==> src/rtl/nrpe_pkg.sv <==
package nrpe_pkg;

  // Field limits of the parser.
  localparam int FRAC_DIGITS = 5;
  localparam int MAX_FIELD   = 30;
  localparam int HEADER_LEN  = 5;
  localparam int SHORT_FIELD = 5;

  localparam int INT_W  = 17;
  localparam int FRAC_W = 17;
  localparam int FCNT_W = 3;
  localparam int FLEN_W = 5;
  localparam int HC_W   = 3;

  localparam logic [INT_W-1:0] INT_SAT = 17'd131071;

  // Characters of interest.
  localparam logic [7:0] CH_NUL    = 8'h00;
  localparam logic [7:0] CH_DOLLAR = 8'h24;
  localparam logic [7:0] CH_COMMA  = 8'h2C;
  localparam logic [7:0] CH_DOT    = 8'h2E;
  localparam logic [7:0] CH_0      = 8'h30;
  localparam logic [7:0] CH_9      = 8'h39;
  localparam logic [7:0] CH_A      = 8'h41;
  localparam logic [7:0] CH_V      = 8'h56;
  localparam logic [7:0] CH_N      = 8'h4E;
  localparam logic [7:0] CH_S      = 8'h53;
  localparam logic [7:0] CH_E      = 8'h45;
  localparam logic [7:0] CH_W      = 8'h57;

  // Conversion constants.
  localparam logic [30:0] LAT_LIMIT = 31'd900000000;
  localparam logic [30:0] LON_LIMIT = 31'd1800000000;
  localparam logic [23:0] E7        = 24'd10000000;
  // floor(2^22 / 100): quotient is exact or one low for 17-bit inputs.
  localparam logic [15:0] DIV100_K  = 16'd41943;
  // floor(2^32 / 15): quotient is exact or one low for 28-bit inputs.
  localparam logic [28:0] DIV15_K   = 29'd286331153;

  // Queue depths.
  localparam int JQ_DEPTH = 4;
  localparam int JQ_AW    = $clog2(JQ_DEPTH);
  localparam int RQ_DEPTH = 2;
  localparam int RQ_AW    = $clog2(RQ_DEPTH);

  // One coordinate field handed from the parser to the converter.
  typedef struct packed {
    logic [INT_W-1:0]  int_acc;
    logic [FRAC_W-1:0] frac_acc;
    logic [FCNT_W-1:0] frac_cnt;
    logic              zero;
    logic              neg;
    logic              is_lon;
    logic              status;
  } job_t;

  // Control tag that rides along the conversion pipeline.
  typedef struct packed {
    logic zero;
    logic neg;
    logic is_lon;
    logic status;
  } tag_t;

  typedef struct packed {
    logic signed [30:0] latitude_e7;
    logic signed [31:0] longitude_e7;
    logic               status_active;
  } res_t;

  function automatic logic [7:0] header_char(input logic [HC_W-1:0] idx);
    logic [7:0] ch;
    case (idx)
      3'd0:    ch = 8'h47; // G
      3'd1:    ch = 8'h50; // P
      3'd2:    ch = 8'h52; // R
      3'd3:    ch = 8'h4D; // M
      3'd4:    ch = 8'h43; // C
      default: ch = 8'h00;
    endcase
    return ch;
  endfunction

  // 10^n for the kept fraction digits.
  function automatic logic [16:0] pow10(input logic [FCNT_W-1:0] n);
    logic [16:0] v;
    case (n)
      3'd0:    v = 17'd1;
      3'd1:    v = 17'd10;
      3'd2:    v = 17'd100;
      3'd3:    v = 17'd1000;
      3'd4:    v = 17'd10000;
      3'd5:    v = 17'd100000;
      default: v = 17'd1;
    endcase
    return v;
  endfunction

  // 10^(7-n): scales minutes * 10^n up to minutes * 10^7.
  function automatic logic [23:0] scale7(input logic [FCNT_W-1:0] n);
    logic [23:0] v;
    case (n)
      3'd0:    v = 24'd10000000;
      3'd1:    v = 24'd1000000;
      3'd2:    v = 24'd100000;
      3'd3:    v = 24'd10000;
      3'd4:    v = 24'd1000;
      3'd5:    v = 24'd100;
      3'd6:    v = 24'd10;
      default: v = 24'd1;
    endcase
    return v;
  endfunction

endpackage

==> src/rtl/nrpe_front.sv <==
module nrpe_front (
  input  logic                clk,
  input  logic                rst_n,
  input  logic                take,
  input  logic [7:0]          rx_byte,
  output logic                job_push,
  output nrpe_pkg::job_t      job
);
  import nrpe_pkg::*;

  localparam logic [2:0] PH_WAIT     = 3'd0;
  localparam logic [2:0] PH_HEADER   = 3'd1;
  localparam logic [2:0] PH_STATUS   = 3'd2;
  localparam logic [2:0] PH_LAT_NUM  = 3'd3;
  localparam logic [2:0] PH_LAT_HEMI = 3'd4;
  localparam logic [2:0] PH_LON_NUM  = 3'd5;
  localparam logic [2:0] PH_LON_HEMI = 3'd6;

  logic [2:0]        phase_r, phase_nxt;
  logic [HC_W-1:0]   hc_r, hc_nxt;
  logic              hok_r, hok_nxt;
  logic [INT_W-1:0]  int_r, int_nxt;
  logic [FRAC_W-1:0] frac_r, frac_nxt;
  logic [FCNT_W-1:0] fcnt_r, fcnt_nxt;
  logic              dot_r, dot_nxt;
  logic [FLEN_W-1:0] flen_r, flen_nxt;
  logic              status_r, status_nxt;

  logic              is_digit, is_ns, is_ew, hok_upd, clear, field_char;
  logic [3:0]        digit;
  logic [20:0]       int_x10;
  logic [HC_W:0]     hc_inc;

  assign is_digit = (rx_byte >= CH_0) && (rx_byte <= CH_9);
  assign digit    = 4'(rx_byte - CH_0);
  assign is_ns    = (rx_byte == CH_N) || (rx_byte == CH_S);
  assign is_ew    = (rx_byte == CH_E) || (rx_byte == CH_W);
  assign int_x10  = 21'(int_r) * 21'd10 + 21'(digit);
  assign hc_inc   = {1'b0, hc_r} + 4'd1;
  assign hok_upd  = hok_r & ~((hc_r < HC_W'(HEADER_LEN)) && (rx_byte != header_char(hc_r)));

  always_comb begin
    phase_nxt  = phase_r;
    hc_nxt     = hc_r;
    hok_nxt    = hok_r;
    int_nxt    = int_r;
    frac_nxt   = frac_r;
    fcnt_nxt   = fcnt_r;
    dot_nxt    = dot_r;
    flen_nxt   = flen_r;
    status_nxt = status_r;
    clear      = 1'b0;
    field_char = 1'b0;
    job_push   = 1'b0;

    job.int_acc  = int_r;
    job.frac_acc = frac_r;
    job.frac_cnt = fcnt_r;
    job.zero     = (flen_r <= FLEN_W'(SHORT_FIELD));
    job.neg      = (rx_byte == CH_S) || (rx_byte == CH_W);
    job.is_lon   = (phase_r == PH_LON_NUM) || (phase_r == PH_LON_HEMI);
    job.status   = status_r;

    if (take && (rx_byte != CH_NUL)) begin
      if (rx_byte == CH_DOLLAR) begin
        phase_nxt = PH_HEADER;
        hc_nxt    = '0;
        hok_nxt   = 1'b1;
        clear     = 1'b1;
      end else begin
        case (phase_r)
          PH_WAIT: begin
          end
          PH_HEADER: begin
            hok_nxt = hok_upd;
            hc_nxt  = hc_inc[HC_W-1:0];
            if (hc_inc >= (HC_W+1)'(HEADER_LEN)) begin
              phase_nxt = hok_upd ? PH_STATUS : PH_WAIT;
              hc_nxt    = '0;
            end
          end
          PH_STATUS: begin
            if ((rx_byte == CH_A) || (rx_byte == CH_V)) begin
              status_nxt = (rx_byte == CH_A);
              clear      = 1'b1;
              phase_nxt  = PH_LAT_NUM;
            end
          end
          PH_LAT_NUM: begin
            if (is_ns) begin
              job_push  = 1'b1;
              clear     = 1'b1;
              phase_nxt = PH_LON_NUM;
            end else if (rx_byte == CH_COMMA) begin
              if (flen_r != '0) phase_nxt = PH_LAT_HEMI;
            end else begin
              field_char = 1'b1;
            end
          end
          PH_LAT_HEMI: begin
            if (is_ns) begin
              job_push  = 1'b1;
              clear     = 1'b1;
              phase_nxt = PH_LON_NUM;
            end
          end
          PH_LON_NUM: begin
            if (is_ew) begin
              job_push  = 1'b1;
              clear     = 1'b1;
              phase_nxt = PH_WAIT;
            end else if (rx_byte == CH_COMMA) begin
              if (flen_r != '0) phase_nxt = PH_LON_HEMI;
            end else begin
              field_char = 1'b1;
            end
          end
          PH_LON_HEMI: begin
            if (is_ew) begin
              job_push  = 1'b1;
              clear     = 1'b1;
              phase_nxt = PH_WAIT;
            end
          end
          default: begin
            phase_nxt = PH_WAIT;
          end
        endcase
      end
    end

    // A character inside a number field; an overlong field drops the sentence.
    if (field_char) begin
      if (flen_r >= FLEN_W'(MAX_FIELD)) begin
        clear     = 1'b1;
        phase_nxt = PH_WAIT;
      end else begin
        flen_nxt = flen_r + 1'b1;
        if (is_digit) begin
          if (!dot_r) begin
            int_nxt = (int_x10 > 21'(INT_SAT)) ? INT_SAT : int_x10[INT_W-1:0];
          end else if (fcnt_r < FCNT_W'(FRAC_DIGITS)) begin
            frac_nxt = 17'(frac_r * 17'd10 + 17'(digit));
            fcnt_nxt = fcnt_r + 1'b1;
          end
        end else if (rx_byte == CH_DOT) begin
          dot_nxt = 1'b1;
        end
      end
    end

    if (clear) begin
      int_nxt  = '0;
      frac_nxt = '0;
      fcnt_nxt = '0;
      dot_nxt  = 1'b0;
      flen_nxt = '0;
    end
  end

  always_ff @(posedge clk) begin
    if (!rst_n) begin
      phase_r  <= PH_WAIT;
      hc_r     <= '0;
      hok_r    <= 1'b1;
      int_r    <= '0;
      frac_r   <= '0;
      fcnt_r   <= '0;
      dot_r    <= 1'b0;
      flen_r   <= '0;
      status_r <= 1'b0;
    end else begin
      phase_r  <= phase_nxt;
      hc_r     <= hc_nxt;
      hok_r    <= hok_nxt;
      int_r    <= int_nxt;
      frac_r   <= frac_nxt;
      fcnt_r   <= fcnt_nxt;
      dot_r    <= dot_nxt;
      flen_r   <= flen_nxt;
      status_r <= status_nxt;
    end
  end

  // A field is handed on only when its hemisphere letter arrives.
  a_push_on_hemi: assert property (@(posedge clk) disable iff (!rst_n)
    job_push |-> (take && (is_ns || is_ew)))
    else $error("field handed on without a hemisphere letter");

endmodule

==> src/rtl/nrpe_job_queue.sv <==
module nrpe_job_queue (
  input  logic           clk,
  input  logic           rst_n,
  input  logic           push,
  input  nrpe_pkg::job_t din,
  input  logic           pop,
  output nrpe_pkg::job_t dout,
  output logic           full,
  output logic           empty
);
  import nrpe_pkg::*;

  job_t             mem_r [JQ_DEPTH];
  logic [JQ_AW-1:0] wr_ptr_r, rd_ptr_r;
  logic [JQ_AW:0]   count_r, count_nxt;
  logic             do_push, do_pop;

  assign full    = (count_r == (JQ_AW+1)'(JQ_DEPTH));
  assign empty   = (count_r == '0);
  assign do_push = push && !full;
  assign do_pop  = pop && !empty;
  assign dout    = mem_r[rd_ptr_r];

  always_comb begin
    count_nxt = count_r;
    if (do_push && !do_pop) count_nxt = count_r + 1'b1;
    if (!do_push && do_pop) count_nxt = count_r - 1'b1;
  end

  always_ff @(posedge clk) begin
    if (do_push) mem_r[wr_ptr_r] <= din;
  end

  always_ff @(posedge clk) begin
    if (!rst_n) begin
      wr_ptr_r <= '0;
      rd_ptr_r <= '0;
      count_r  <= '0;
    end else begin
      if (do_push) wr_ptr_r <= wr_ptr_r + 1'b1;
      if (do_pop)  rd_ptr_r <= rd_ptr_r + 1'b1;
      count_r <= count_nxt;
    end
  end

  a_jq_bound: assert property (@(posedge clk) disable iff (!rst_n)
    count_r <= (JQ_AW+1)'(JQ_DEPTH))
    else $error("job queue count beyond depth");

endmodule

==> src/rtl/nrpe_convert.sv <==
module nrpe_convert (
  input  logic           clk,
  input  logic           rst_n,
  input  nrpe_pkg::job_t job,
  input  logic           job_valid,
  output logic           job_pop,
  output nrpe_pkg::res_t res,
  output logic           res_push,
  input  logic           res_full
);
  import nrpe_pkg::*;

  logic adv;

  // Stage 1: integer part times the reciprocal of 100.
  logic              v1_r;
  tag_t              t1_r;
  logic [INT_W-1:0]  i1_r;
  logic [FRAC_W-1:0] f1_r;
  logic [FCNT_W-1:0] n1_r;
  logic [32:0]       p1_r;
  // Stage 2: quotient estimate and its multiple of 100.
  logic              v2_r;
  tag_t              t2_r;
  logic [INT_W-1:0]  i2_r;
  logic [FRAC_W-1:0] f2_r;
  logic [FCNT_W-1:0] n2_r;
  logic [10:0]       q2_r;
  logic [16:0]       qm2_r;
  // Stage 3: corrected degrees and whole minutes.
  logic              v3_r;
  tag_t              t3_r;
  logic [FRAC_W-1:0] f3_r;
  logic [FCNT_W-1:0] n3_r;
  logic [10:0]       deg3_r;
  logic [6:0]        mm3_r;
  // Stage 4: minutes * 10^n + fraction, degrees * 10^7.
  logic              v4_r;
  tag_t              t4_r;
  logic [FCNT_W-1:0] n4_r;
  logic [23:0]       a4_r;
  logic [33:0]       dg4_r;
  // Stage 5: minutes * 10^7 / 4.
  logic              v5_r;
  tag_t              t5_r;
  logic [33:0]       dg5_r;
  logic [27:0]       y5_r;
  // Stage 6: times the reciprocal of 15.
  logic              v6_r;
  tag_t              t6_r;
  logic [33:0]       dg6_r;
  logic [27:0]       y6_r;
  logic [55:0]       py6_r;
  // Stage 7: quotient estimate and its multiple of 15.
  logic              v7_r;
  tag_t              t7_r;
  logic [33:0]       dg7_r;
  logic [27:0]       y7_r;
  logic [23:0]       q7_r;
  logic [27:0]       qm7_r;
  // Stage 8: corrected minutes in 1e-7 degrees.
  logic              v8_r;
  tag_t              t8_r;
  logic [33:0]       dg8_r;
  logic [23:0]       num8_r;
  // Stage 9: saturated magnitude.
  logic              v9_r;
  tag_t              t9_r;
  logic [30:0]       mag9_r;

  logic [30:0]       lat_r;

  logic [16:0]       r3;
  logic [47:0]       x5;
  logic [27:0]       r8;
  logic [33:0]       sum9;
  logic [30:0]       lim9;
  logic [31:0]       val;
  tag_t              tag_in;

  assign adv     = !(v9_r && t9_r.is_lon && res_full);
  assign job_pop = adv && job_valid;

  assign tag_in.zero   = job.zero;
  assign tag_in.neg    = job.neg;
  assign tag_in.is_lon = job.is_lon;
  assign tag_in.status = job.status;

  assign r3   = i2_r - qm2_r;
  assign x5   = 48'(a4_r) * 48'(scale7(n4_r));
  assign r8   = y7_r - qm7_r;
  assign sum9 = dg8_r + 34'(num8_r);
  assign lim9 = t8_r.is_lon ? LON_LIMIT : LAT_LIMIT;
  assign val  = t9_r.neg ? (32'd0 - {1'b0, mag9_r}) : {1'b0, mag9_r};

  always_ff @(posedge clk) begin
    if (adv) begin
      t1_r  <= tag_in;
      i1_r  <= job.int_acc;
      f1_r  <= job.frac_acc;
      n1_r  <= job.frac_cnt;
      p1_r  <= 33'(job.int_acc) * 33'(DIV100_K);

      t2_r  <= t1_r;
      i2_r  <= i1_r;
      f2_r  <= f1_r;
      n2_r  <= n1_r;
      q2_r  <= p1_r[32:22];
      qm2_r <= 17'(p1_r[32:22] * 17'd100);

      t3_r  <= t2_r;
      f3_r  <= f2_r;
      n3_r  <= n2_r;
      if (r3 >= 17'd100) begin
        deg3_r <= q2_r + 1'b1;
        mm3_r  <= 7'(r3 - 17'd100);
      end else begin
        deg3_r <= q2_r;
        mm3_r  <= r3[6:0];
      end

      t4_r  <= t3_r;
      n4_r  <= n3_r;
      a4_r  <= 24'(mm3_r) * 24'(pow10(n3_r)) + 24'(f3_r);
      dg4_r <= 34'(deg3_r) * 34'(E7);

      t5_r  <= t4_r;
      dg5_r <= dg4_r;
      y5_r  <= x5[29:2];

      t6_r  <= t5_r;
      dg6_r <= dg5_r;
      y6_r  <= y5_r;
      py6_r <= 56'(y5_r) * 56'(DIV15_K);

      t7_r  <= t6_r;
      dg7_r <= dg6_r;
      y7_r  <= y6_r;
      q7_r  <= py6_r[55:32];
      qm7_r <= 28'(py6_r[55:32]) * 28'd15;

      t8_r   <= t7_r;
      dg8_r  <= dg7_r;
      num8_r <= (r8 >= 28'd15) ? (q7_r + 1'b1) : q7_r;

      t9_r <= t8_r;
      if (t8_r.zero) begin
        mag9_r <= '0;
      end else if (sum9 > 34'(lim9)) begin
        mag9_r <= lim9;
      end else begin
        mag9_r <= sum9[30:0];
      end
    end
  end

  always_ff @(posedge clk) begin
    if (!rst_n) begin
      v1_r  <= 1'b0;
      v2_r  <= 1'b0;
      v3_r  <= 1'b0;
      v4_r  <= 1'b0;
      v5_r  <= 1'b0;
      v6_r  <= 1'b0;
      v7_r  <= 1'b0;
      v8_r  <= 1'b0;
      v9_r  <= 1'b0;
      lat_r <= '0;
    end else if (adv) begin
      v1_r <= job_valid;
      v2_r <= v1_r;
      v3_r <= v2_r;
      v4_r <= v3_r;
      v5_r <= v4_r;
      v6_r <= v5_r;
      v7_r <= v6_r;
      v8_r <= v7_r;
      v9_r <= v8_r;
      if (v9_r && !t9_r.is_lon) lat_r <= val[30:0];
    end
  end

  assign res_push          = adv && v9_r && t9_r.is_lon;
  assign res.latitude_e7   = lat_r;
  assign res.longitude_e7  = val;
  assign res.status_active = t9_r.status;

  a_hold_on_stall: assert property (@(posedge clk) disable iff (!rst_n)
    (v9_r && !adv) |=> (v9_r && $stable(mag9_r) && $stable(t9_r)))
    else $error("stalled result changed");

  a_no_push_full: assert property (@(posedge clk) disable iff (!rst_n)
    res_push |-> !res_full)
    else $error("result pushed into a full queue");

endmodule

==> src/rtl/nrpe_result_queue.sv <==
module nrpe_result_queue (
  input  logic           clk,
  input  logic           rst_n,
  input  logic           push,
  input  nrpe_pkg::res_t din,
  input  logic           pop,
  output nrpe_pkg::res_t dout,
  output logic           full,
  output logic           empty
);
  import nrpe_pkg::*;

  res_t             mem_r [RQ_DEPTH];
  logic [RQ_AW-1:0] wr_ptr_r, rd_ptr_r;
  logic [RQ_AW:0]   count_r, count_nxt;
  logic             do_push, do_pop;

  assign full    = (count_r == (RQ_AW+1)'(RQ_DEPTH));
  assign empty   = (count_r == '0);
  assign do_push = push && !full;
  assign do_pop  = pop && !empty;
  assign dout    = mem_r[rd_ptr_r];

  always_comb begin
    count_nxt = count_r;
    if (do_push && !do_pop) count_nxt = count_r + 1'b1;
    if (!do_push && do_pop) count_nxt = count_r - 1'b1;
  end

  always_ff @(posedge clk) begin
    if (do_push) mem_r[wr_ptr_r] <= din;
  end

  always_ff @(posedge clk) begin
    if (!rst_n) begin
      wr_ptr_r <= '0;
      rd_ptr_r <= '0;
      count_r  <= '0;
    end else begin
      if (do_push) wr_ptr_r <= wr_ptr_r + 1'b1;
      if (do_pop)  rd_ptr_r <= rd_ptr_r + 1'b1;
      count_r <= count_nxt;
    end
  end

  a_rq_bound: assert property (@(posedge clk) disable iff (!rst_n)
    count_r <= (RQ_AW+1)'(RQ_DEPTH))
    else $error("result queue count beyond depth");

endmodule

==> src/rtl/nmea_rmc_position_extractor.sv <==
// Channel   | Ports                                            | Item taken when
// ----------+--------------------------------------------------+------------------
// input     | in_rx_byte, push, full                           | push && !full
// result    | out_latitude_e7, out_longitude_e7,               | pop && !empty
//           | out_status_active, empty, pop                    |
//
// One byte is taken every cycle while push is high and full is low; the parser
// state machine handles each byte in the cycle it arrives.
// After the edge that takes the longitude hemisphere letter, the field goes
// through the field queue and the nine-stage conversion pipeline, and the result
// then goes into the result queue; a full result queue stalls the pipeline.
// Reset (rst_n low at a clock edge) empties both queues and the pipeline and
// puts the parser back to waiting for a dollar sign.
// full rises only when the four-entry field queue fills, which happens only
// while results are left waiting on a full two-entry result queue.
module nmea_rmc_position_extractor (
  input  logic               clk,
  input  logic               rst_n,
  input  logic [7:0]         in_rx_byte,
  input  logic               push,
  output logic               full,
  output logic signed [30:0] out_latitude_e7,
  output logic signed [31:0] out_longitude_e7,
  output logic               out_status_active,
  output logic               empty,
  input  logic               pop
);
  import nrpe_pkg::*;

  // The front end is the byte parser. Every time a coordinate field closes
  // on its hemisphere letter, it hands the raw accumulators (integer part,
  // kept fraction digits and their count) plus sign, kind and status to the
  // field queue. The back end turns each field into 1e-7 degrees:
  // degrees = I / 100, minutes = I % 100 + F / 10^n, and the value is
  // degrees * 10^7 + floor((mm * 10^n + F) * 10^(7-n) / 60). Both divisions
  // by constants use a reciprocal multiply with one correction step.
  // The latitude of a sentence is kept in the back end until its longitude
  // comes through, and then the pair goes into the result queue.

  logic  take;
  logic  job_push, jq_full, jq_empty, job_pop;
  job_t  job_in, job_out;
  logic  res_push, rq_full;
  res_t  res_in, res_out;

  assign full = jq_full;
  assign take = push && !jq_full;

  nrpe_front u_front (
    .clk      (clk),
    .rst_n    (rst_n),
    .take     (take),
    .rx_byte  (in_rx_byte),
    .job_push (job_push),
    .job      (job_in)
  );

  nrpe_job_queue u_job_queue (
    .clk   (clk),
    .rst_n (rst_n),
    .push  (job_push),
    .din   (job_in),
    .pop   (job_pop),
    .dout  (job_out),
    .full  (jq_full),
    .empty (jq_empty)
  );

  nrpe_convert u_convert (
    .clk       (clk),
    .rst_n     (rst_n),
    .job       (job_out),
    .job_valid (!jq_empty),
    .job_pop   (job_pop),
    .res       (res_in),
    .res_push  (res_push),
    .res_full  (rq_full)
  );

  nrpe_result_queue u_result_queue (
    .clk   (clk),
    .rst_n (rst_n),
    .push  (res_push),
    .din   (res_in),
    .pop   (pop),
    .dout  (res_out),
    .full  (rq_full),
    .empty (empty)
  );

  assign out_latitude_e7   = res_out.latitude_e7;
  assign out_longitude_e7  = res_out.longitude_e7;
  assign out_status_active = res_out.status_active;

endmodule

==> config.mk <==
export PLATFORM = sky130hd
export DESIGN_NAME = nmea_rmc_position_extractor
export DESIGN_NICKNAME = d
export VERILOG_FILES = /design/src/rtl/nrpe_pkg.sv /design/src/rtl/nrpe_front.sv /design/src/rtl/nrpe_job_queue.sv /design/src/rtl/nrpe_convert.sv /design/src/rtl/nrpe_result_queue.sv /design/src/rtl/nmea_rmc_position_extractor.sv
export SDC_FILE = /design/constraint.sdc
export NUM_CORES = 2
export LEC_CHECK = 0
export BUFFER_PORTS_ARGS = -buffer_cell sky130_fd_sc_hd__buf_2
export CORE_MARGIN = 2
export CORE_UTILIZATION = 45
export DETAILED_ROUTE_END_ITERATION = 10
export PLACE_DENSITY = 0.59
export SYNTH_ARGS = -nofsm -noshare
export SYNTH_HDL_FRONTEND = slang
export SYNTH_HIERARCHICAL = 1
export SYNTH_SLANG_ARGS = --single-unit
==> constraint.sdc <==
create_clock -name clk -period 43.5 [get_ports clk]
set_input_delay 2.175 -clock clk [delete_from_list [all_inputs] [get_ports clk]]
set_output_delay 2.175 -clock clk [all_outputs]
set_load 0.02 [all_outputs]
* After elaboration in Yosys (flattened, before gate mapping)
Memory sizes are Yosys's and may differ from the RTL's. A register that Yosys moved wholly into a read port is not among the register bits. Cells that the tools add are included.
Word-level totals: word-level logic and storage cells 287, memories kept 2, memory bits (writable) 292, input bits 12, flip-flop bits (word level) 717
Memories:
- u_job_queue.mem_r | words 4, bits a word 41, read ports 1, clocked after Yosys merged registers in 1, write ports 1, line nrpe_job_queue.sv:13 | job_t mem_r [JQ_DEPTH];
- u_result_queue.mem_r | words 2, bits a word 64, read ports 1, clocked after Yosys merged registers in 1, write ports 1, line nrpe_result_queue.sv:13 | res_t mem_r [RQ_DEPTH];
Operators by class: multiplexer cells 61, eq/ne operators 33, reduce and logical (&&, ||, !) cells 53, order comparisons 11, bitwise gates (word level) 8, add/subtract/negate cells 22, $mul 9
Operator list (count):
- case mux 24 bit (7 select lines) | 1
- case mux 17 bit (5 select lines) | 1
- two-way mux 31 bit | 2
- two-way mux 3 bit | 19
- multiplier 28 x 29 -> 56 bit, second input constant | 1
- equality test 8 x 7 -> 1 bit, second input constant | 6
- case mux 7 bit (5 select lines) | 1
- adder 34 x 24 -> 34 bit | 1
- greater-than comparator 34 x 31 -> 1 bit | 1
- two-way mux 17 bit | 2
- multiplier 17 x 16 -> 33 bit, second input constant | 1
- two-way mux 32 bit | 1
- subtractor 1 x 31 -> 32 bit, first input constant | 1
- equality test 3 bit, second input constant | 10
- multiplier 24 x 24 -> 30 bit | 1
- >= comparator 28 x 4 -> 1 bit, second input constant | 1
- multiplier 24 x 4 -> 28 bit, second input constant | 1
- subtractor 28 bit | 1
- multiplier 11 x 17 -> 27 bit, second input constant | 1
- adder 24 x 1 -> 24 bit, second input constant | 1
- adder 24 x 17 -> 24 bit | 1
- equality test 3 x 2 -> 1 bit, second input constant | 8
- equality test 8 x 6 -> 1 bit, second input constant | 3
- multiplier 7 x 17 -> 24 bit | 1
- other kinds (49) | 130

* Longest topological paths before layout
depth in word-level cells 13, gate-level depth with buffers 30, depth with buffers taken out 28

* Cells and area by module
Netlist, hierarchy kept.
Modules (own cells, without submodules):
- nrpe_convert | cells each 4790, times used 1, area each 54634.9 µm², sequential area each 17526.8 µm²
- nrpe_job_queue | cells each 269, times used 1, area each 6457.4 µm², sequential area each 5104.9 µm²
- nrpe_front | cells each 616, times used 1, area each 5058.6 µm², sequential area each 1021.0 µm²
- nrpe_result_queue | cells each 225, times used 1, area each 4835.9 µm², sequential area each 3943.8 µm²
- nmea_rmc_position_extractor | cells each 2, times used 1, area each 17.5 µm², sequential area each 0.0 µm²

* Least setup slack after synthesis
OpenSTA, ideal clock, no wires.
kind register to register, from reg u_result_queue.count_r[0], to reg u_job_queue.count_r[2], data required time 43430 ps, cell stages (with the launch flop) 14, buffers on the path 1, setup time 70 ps, clock period less this slack 16406 ps, path slack 27094 ps, arrival time 16336 ps, cells stage by stage dfxtp_1 > nand2b_2 > inv_2 > and3_1 > clkbuf_1 > clkinv_1 > and2_1 > nor2b_1 > ha_1 > inv_1 > fa_1 > xor2_1 > or3_1 > a21boi_1
On the way: longest elaborated chain between the ends 8
Ends and longest elaborated chain:
- from (decl) | line nrpe_result_queue.sv:15 | logic [RQ_AW:0] count_r, count_nxt;
- from (signal assigned) | line nrpe_result_queue.sv:42 | count_r <= count_nxt;
- equality test 2 bit * | line nrpe_result_queue.sv:18 | assign full = (count_r == (RQ_AW+1)'(RQ_DEPTH));
- net rq_full | line nmea_rmc_position_extractor.sv:43 | logic res_push, rq_full;
- logical AND 1 bit * | line nrpe_convert.sv:81 | assign adv = !(v9_r && t9_r.is_lon && res_full);
- zero test 1 bit * | line nrpe_convert.sv:81
- logical AND 1 bit * | line nrpe_convert.sv:82 | assign job_pop = adv && job_valid;
- net job_pop | line nmea_rmc_position_extractor.sv:41 | logic job_push, jq_full, jq_empty, job_pop;
- logical AND 1 bit * | line nrpe_job_queue.sv:21 | assign do_pop = pop && !empty;
- net u_job_queue.do_pop | line nrpe_job_queue.sv:16 | logic do_push, do_pop;
- zero test 1 bit | line nrpe_job_queue.sv:26 | if (do_push && !do_pop) count_nxt = count_r + 1'b1;
- logical AND 1 bit | line nrpe_job_queue.sv:26
- nonzero test 2 bit (no line)
- to (signal assigned) | line nrpe_job_queue.sv:42 | count_r <= count_nxt;
- to (decl) | line nrpe_job_queue.sv:15 | logic [JQ_AW:0] count_r, count_nxt;
Mark *: on every way through the listed nets, which the timed path passes. The rest lies on a longest branch. A chain may end at the register's enable or synchronous reset.

* Final worst setup path
from reg u_convert.n4_r[0], to reg u_convert.y5_r[27], data pin
On the way: longest elaborated chain between the ends 3
Ends and longest elaborated chain:
- from (decl) | line nrpe_convert.sv:40 | logic [FCNT_W-1:0] n4_r;
- from (signal assigned) | line nrpe_convert.sv:123 | n4_r <= n3_r;
- equality test 3 bit, or another cell as far along | line nrpe_pkg.sv:102 | case (n)
- case mux 24 bit (7 select lines) * | line nrpe_pkg.sv:102
- multiplier 24 x 24 -> 30 bit * | line nrpe_convert.sv:90 | assign x5 = 48'(a4_r) * 48'(scale7(n4_r));
- net u_convert.x5[29] | line nrpe_convert.sv:74 | logic [47:0] x5;
- to (signal assigned) | line nrpe_convert.sv:129 | y5_r <= x5[29:2];
- to (decl) | line nrpe_convert.sv:47 | logic [27:0] y5_r;
Marks and branches as above.

==> impl_metrics.prom <==
# TYPE chip_impl_metric gauge
chip_impl_metric{name="dp_cells",unit=""} 7932
chip_impl_metric{name="fin_nets",unit=""} 7449
chip_impl_metric{name="vias_in_the_first_global_route",unit=""} 44000
chip_impl_metric{name="synthDominantCellAreaShare",unit=""} 0.359
chip_impl_info{name="run_status",value="complete, no violations"} 1
chip_impl_metric{name="critical_path_peak_fanout",unit=""} 37
chip_impl_metric{name="fin_hold_ws",unit="ps"} 398
chip_impl_metric{name="finish.cell_count_without_fillers",unit=""} 8126
chip_impl_info{name="yosys_most_used_dff",value="sky130_fd_sc_hd__edfxtp_1"} 1
chip_impl_metric{name="core_area",unit="um^2"} 156000
chip_impl_metric{name="ys_seq_area_frac",unit=""} 0.389
chip_impl_metric{name="detail-route-antenna-nets",unit=""} 0
chip_impl_info{name="worst_setup_path_start_kind",value="flop"} 1
chip_impl_metric{name="syn_area_per_cell",unit="um^2"} 12.0
chip_impl_metric{name="clock_sink_count",unit=""} 954
chip_impl_metric{name="ys_warn_count",unit=""} 6
chip_impl_metric{name="drt_wl_total",unit="mm"} 147
chip_impl_metric{name="synthArstFlopShare",unit=""} 0
chip_impl_metric{name="total_leakage_power",unit="nW"} 34.4
chip_impl_metric{name="clk_transition_reported_paths",unit="ps"} 60
chip_impl_metric{name="final_cell_area",unit="um^2"} 77300
chip_impl_info{name="clk_root_buffer_cell",value="sky130_fd_sc_hd__clkbuf_16"} 1
chip_impl_metric{name="timing.max_slew.rel_slack",unit=""} 0.138
chip_impl_metric{name="tightest_slew",unit="ps"} 1280
chip_impl_metric{name="critical-path-max-stage-delay",unit="ps"} 830
chip_impl_info{name="post_synth_most_frequent_cells",value="sky130_fd_sc_hd__inv_1, sky130_fd_sc_hd__edfxtp_1, sky130_fd_sc_hd__ha_1, sky130_fd_sc_hd__fa_1, sky130_fd_sc_hd__and2_1"} 1
chip_impl_metric{name="syn2layout_area_growth",unit="%"} 8.84
chip_impl_metric{name="synth_enable_flop_cells",unit=""} 849
chip_impl_metric{name="power.ir.vdd_worst",unit="uV"} 62.6
chip_impl_info{name="synth.most_common_cell",value="sky130_fd_sc_hd__inv_1"} 1
chip_impl_metric{name="routed-via-count",unit=""} 42200
chip_impl_metric{name="die_h",unit="um"} 401
chip_impl_metric{name="power",unit="mW"} 3.82
chip_impl_info{name="rsz0062_at_grt",value="no"} 1
chip_impl_metric{name="number_of_antenna_violations_at_the_first_check_in_global_routing",unit=""} 1
chip_impl_info{name="end_kind",value="flop"} 1
chip_impl_metric{name="number_of_vias_per_cell",unit=""} 5.19
chip_impl_metric{name="drcViolationCount",unit=""} 0
chip_impl_metric{name="initial_core_util",unit=""} 0.454
chip_impl_metric{name="synth_fp_nets",unit=""} 7372
chip_impl_info{name="timing.critical_path.slowest_stage_cell",value="sky130_fd_sc_hd__nor2_1"} 1
chip_impl_metric{name="overflow_left_after_global_routing",unit=""} 0
chip_impl_metric{name="grt_max_degree",unit=""} 174
chip_impl_metric{name="drtIter0Drc",unit=""} 2128
chip_impl_metric{name="ctsLongestPathBuffers",unit=""} 3
chip_impl_metric{name="post_cts_resized",unit=""} 0
chip_impl_metric{name="die_width",unit="um"} 401
chip_impl_metric{name="preCtsSetupSlack",unit="ps"} 34280
chip_impl_metric{name="wl_per_cell",unit="um"} 18.1
chip_impl_metric{name="maxClockFrequency",unit="MHz"} 108
chip_impl_metric{name="hold_violations",unit=""} 0
chip_impl_metric{name="numCtsBuffers",unit=""} 103
chip_impl_metric{name="setup_tns",unit="ps"} 0
chip_impl_info{name="hold_path.class",value="reg2reg"} 1
chip_impl_metric{name="synth_area",unit="um^2"} 71000
chip_impl_metric{name="postCtsHoldBufs",unit=""} 0
chip_impl_metric{name="clock_insertion_delay_worst_skew",unit="ps"} 720
chip_impl_metric{name="finalWorstSetupSlack",unit="ps"} 34270
chip_impl_info{name="cts_tree",value="done"} 1
chip_impl_metric{name="wire_length_of_the_first_global_routing_pass",unit="mm"} 240
chip_impl_metric{name="filler_cell_count",unit=""} 13900
chip_impl_info{name="synth_area_leader_cell",value="sky130_fd_sc_hd__edfxtp_1"} 1
chip_impl_metric{name="floorplan.rows",unit=""} 145
chip_impl_metric{name="slew_viol_final",unit=""} 0
chip_impl_metric{name="fin_crit_sh",unit=""} 0.212
chip_impl_metric{name="port_buffers",unit=""} 77
chip_impl_metric{name="detail_route.first_pass.iterations",unit=""} 5
chip_impl_metric{name="setup_viol_count_final",unit=""} 0
chip_impl_metric{name="drive_above_1_share",unit=""} 0.0803
chip_impl_metric{name="skew",unit="ps"} 33.2
chip_impl_metric{name="finalCoreUtilization",unit=""} 0.494
chip_impl_info{name="worstSetupPathType",value="reg2reg"} 1
chip_impl_metric{name="fin_crit",unit="ps"} 9230
chip_impl_metric{name="diodes",unit=""} 0
chip_impl_metric{name="place.detailed.hpwl",unit="mm"} 114
chip_impl_metric{name="routabilityCongestion",unit=""} 0.878
chip_impl_metric{name="netlist_instances",unit=""} 5902
chip_impl_metric{name="power_per_cell_area",unit="nW/um^2"} 49.4
chip_impl_metric{name="worst_ep_required_time",unit="ps"} 43930
chip_impl_metric{name="post_cts_buffers",unit=""} 0
chip_impl_metric{name="die_area",unit="um^2"} 161000
chip_impl_info{name="ys_top_cells_by_area",value="sky130_fd_sc_hd__edfxtp_1, sky130_fd_sc_hd__fa_1, sky130_fd_sc_hd__ha_1"} 1
chip_impl_metric{name="synth.ff_latch_count",unit=""} 954
chip_impl_metric{name="synthDistinctLibCells",unit=""} 108
chip_impl_metric{name="placement.cell_area",unit="um^2"} 73600
chip_impl_metric{name="critical_path_arrival",unit="ps"} 9660
chip_impl_metric{name="io_pins",unit=""} 78
chip_impl_metric{name="drv_cap",unit=""} 0
chip_impl_metric{name="track_usage",unit=""} 0.187
chip_impl_metric{name="h-tree-depth",unit=""} 3
==> final timing paths <==
path / startpoint / end / slack (ps) / depth (start not counted)
max: u_convert/n4_r[0] / u_convert/y5_r[27] / 34270 / 28
min: u_convert/dg7_r[17] / u_convert/dg8_r[17] / 400 / 0
max reg2reg: u_convert/n4_r[0] / u_convert/y5_r[27] / 34270 / 28
min reg2reg: u_convert/dg7_r[17] / u_convert/dg8_r[17] / 400 / 0
==> sequential cells by signal, summed over array words and instances, names as in the netlist, 24 cells and up, named ones only <==
| name | flops |
|---|---|
| u_convert/y6_r | 28 |
| u_convert/y5_r | 28 |
| u_convert/py6_r | 24 |
| u_convert/q7_r | 24 |
| u_job_queue/mem_r | 164 |
| u_convert/dg4_r | 27 |
| u_convert/dg7_r | 27 |
| u_convert/dg5_r | 27 |
| u_convert/num8_r | 24 |
| u_convert/dg6_r | 27 |
| u_result_queue/mem_r | 128 |
| u_convert/y7_r | 28 |
| u_convert/a4_r | 24 |
| u_convert/qm7_r | 27 |
| u_convert/mag9_r | 31 |
| u_convert/lat_r | 31 |
| u_convert/dg8_r | 27 |
==> logic make-up after synthesis <==
| logic type | synth area share |
|---|---|
| other cells | 0.0000528 |
| compound gates | 0.0676 |
| flops | 0.389 |
| fa+ha+maj | 0.326 |
| buf+inv | 0.0613 |
| simple gates | 0.0895 |
| xor+xnor | 0.0395 |
| mux | 0.0273 |
==> cell type report <==
type | count | area, um^2 | share of cell area
Sequential cell | 954 | 27600 | 0.357
Clock buffer | 144 | 2990 | 0.0387
Multi-Input combinational cell | 3823 | 39100 | 0.506
Clock inverter | 50 | 664 | 0.00860
Inverter | 987 | 3710 | 0.0480
Tap cell | 2058 | 2570 | 0.0333
Timing Repair Buffer | 110 | 646 | 0.00835
==> critical path, delay by kind of cell (launching register included) <==
kind | cells | cell delay (ps)
adder cells (fa/ha/maj) | 8 | 3370
AND/OR/NAND/NOR | 4 | 1570
AO/OA/AOI/OAI | 8 | 2270
flip-flops | 1 | 360
XOR/XNOR | 1 | 150
buffers and inverters | 6 | 500
multiplexers | 1 | 710
==> report_power, final <==
group          total [mW]  internal [mW]  switching, mW
combinational        1.62          0.716          0.905
sequential           1.27           1.17         0.0977
clock               0.928          0.559          0.368
total                3.82           2.45           1.37
==> placed cells by master, fill, tap and decap left out, types with 13 or more instances in the layout <==
master / count
sky130_fd_sc_hd__mux2i_1: 26
sky130_fd_sc_hd__nand2_1: 267
sky130_fd_sc_hd__a21o_1: 77
sky130_fd_sc_hd__a211oi_1: 32
sky130_fd_sc_hd__o21ai_0: 141
sky130_fd_sc_hd__nor2b_1: 63
sky130_fd_sc_hd__buf_2: 77
sky130_fd_sc_hd__edfxtp_1: 849
sky130_fd_sc_hd__nor2_1: 196
sky130_fd_sc_hd__a21boi_0: 20
sky130_fd_sc_hd__nor4_1: 16
sky130_fd_sc_hd__or2_2: 39
sky130_fd_sc_hd__and3_1: 52
sky130_fd_sc_hd__fa_1: 655
sky130_fd_sc_hd__clkbuf_16: 105
sky130_fd_sc_hd__nand3_1: 59
sky130_fd_sc_hd__nand2b_1: 31
sky130_fd_sc_hd__mux4_2: 41
sky130_fd_sc_hd__and2_1: 264
sky130_fd_sc_hd__o311a_1: 29
sky130_fd_sc_hd__a31oi_1: 37
sky130_fd_sc_hd__or3_1: 25
sky130_fd_sc_hd__clkbuf_1: 17
sky130_fd_sc_hd__xor2_1: 84
sky130_fd_sc_hd__mux2_2: 67
sky130_fd_sc_hd__nor3_1: 58
sky130_fd_sc_hd__ha_1: 803
sky130_fd_sc_hd__bufinv_16: 13
sky130_fd_sc_hd__o21bai_1: 29
sky130_fd_sc_hd__inv_1: 981
sky130_fd_sc_hd__dfxtp_1: 102
sky130_fd_sc_hd__a21oi_1: 178
sky130_fd_sc_hd__clkinv_2: 16
sky130_fd_sc_hd__buf_4: 32
sky130_fd_sc_hd__xnor2_1: 236
sky130_fd_sc_hd__o21a_1: 34
sky130_fd_sc_hd__clkbuf_8: 22
sky130_fd_sc_hd__nor3b_1: 16
sky130_fd_sc_hd__nand4_1: 35
==> metal layers <==
layer,vias to the layer above,share of wire,track usage
met5,-,0,0
met4,0,0.028,0.0520
met3,217,0.031,0.0233
met2,655,0.50,0.325
met1,21000,0.45,0.245
li1,20300,-,-
(Power assumes the default switching activity.)
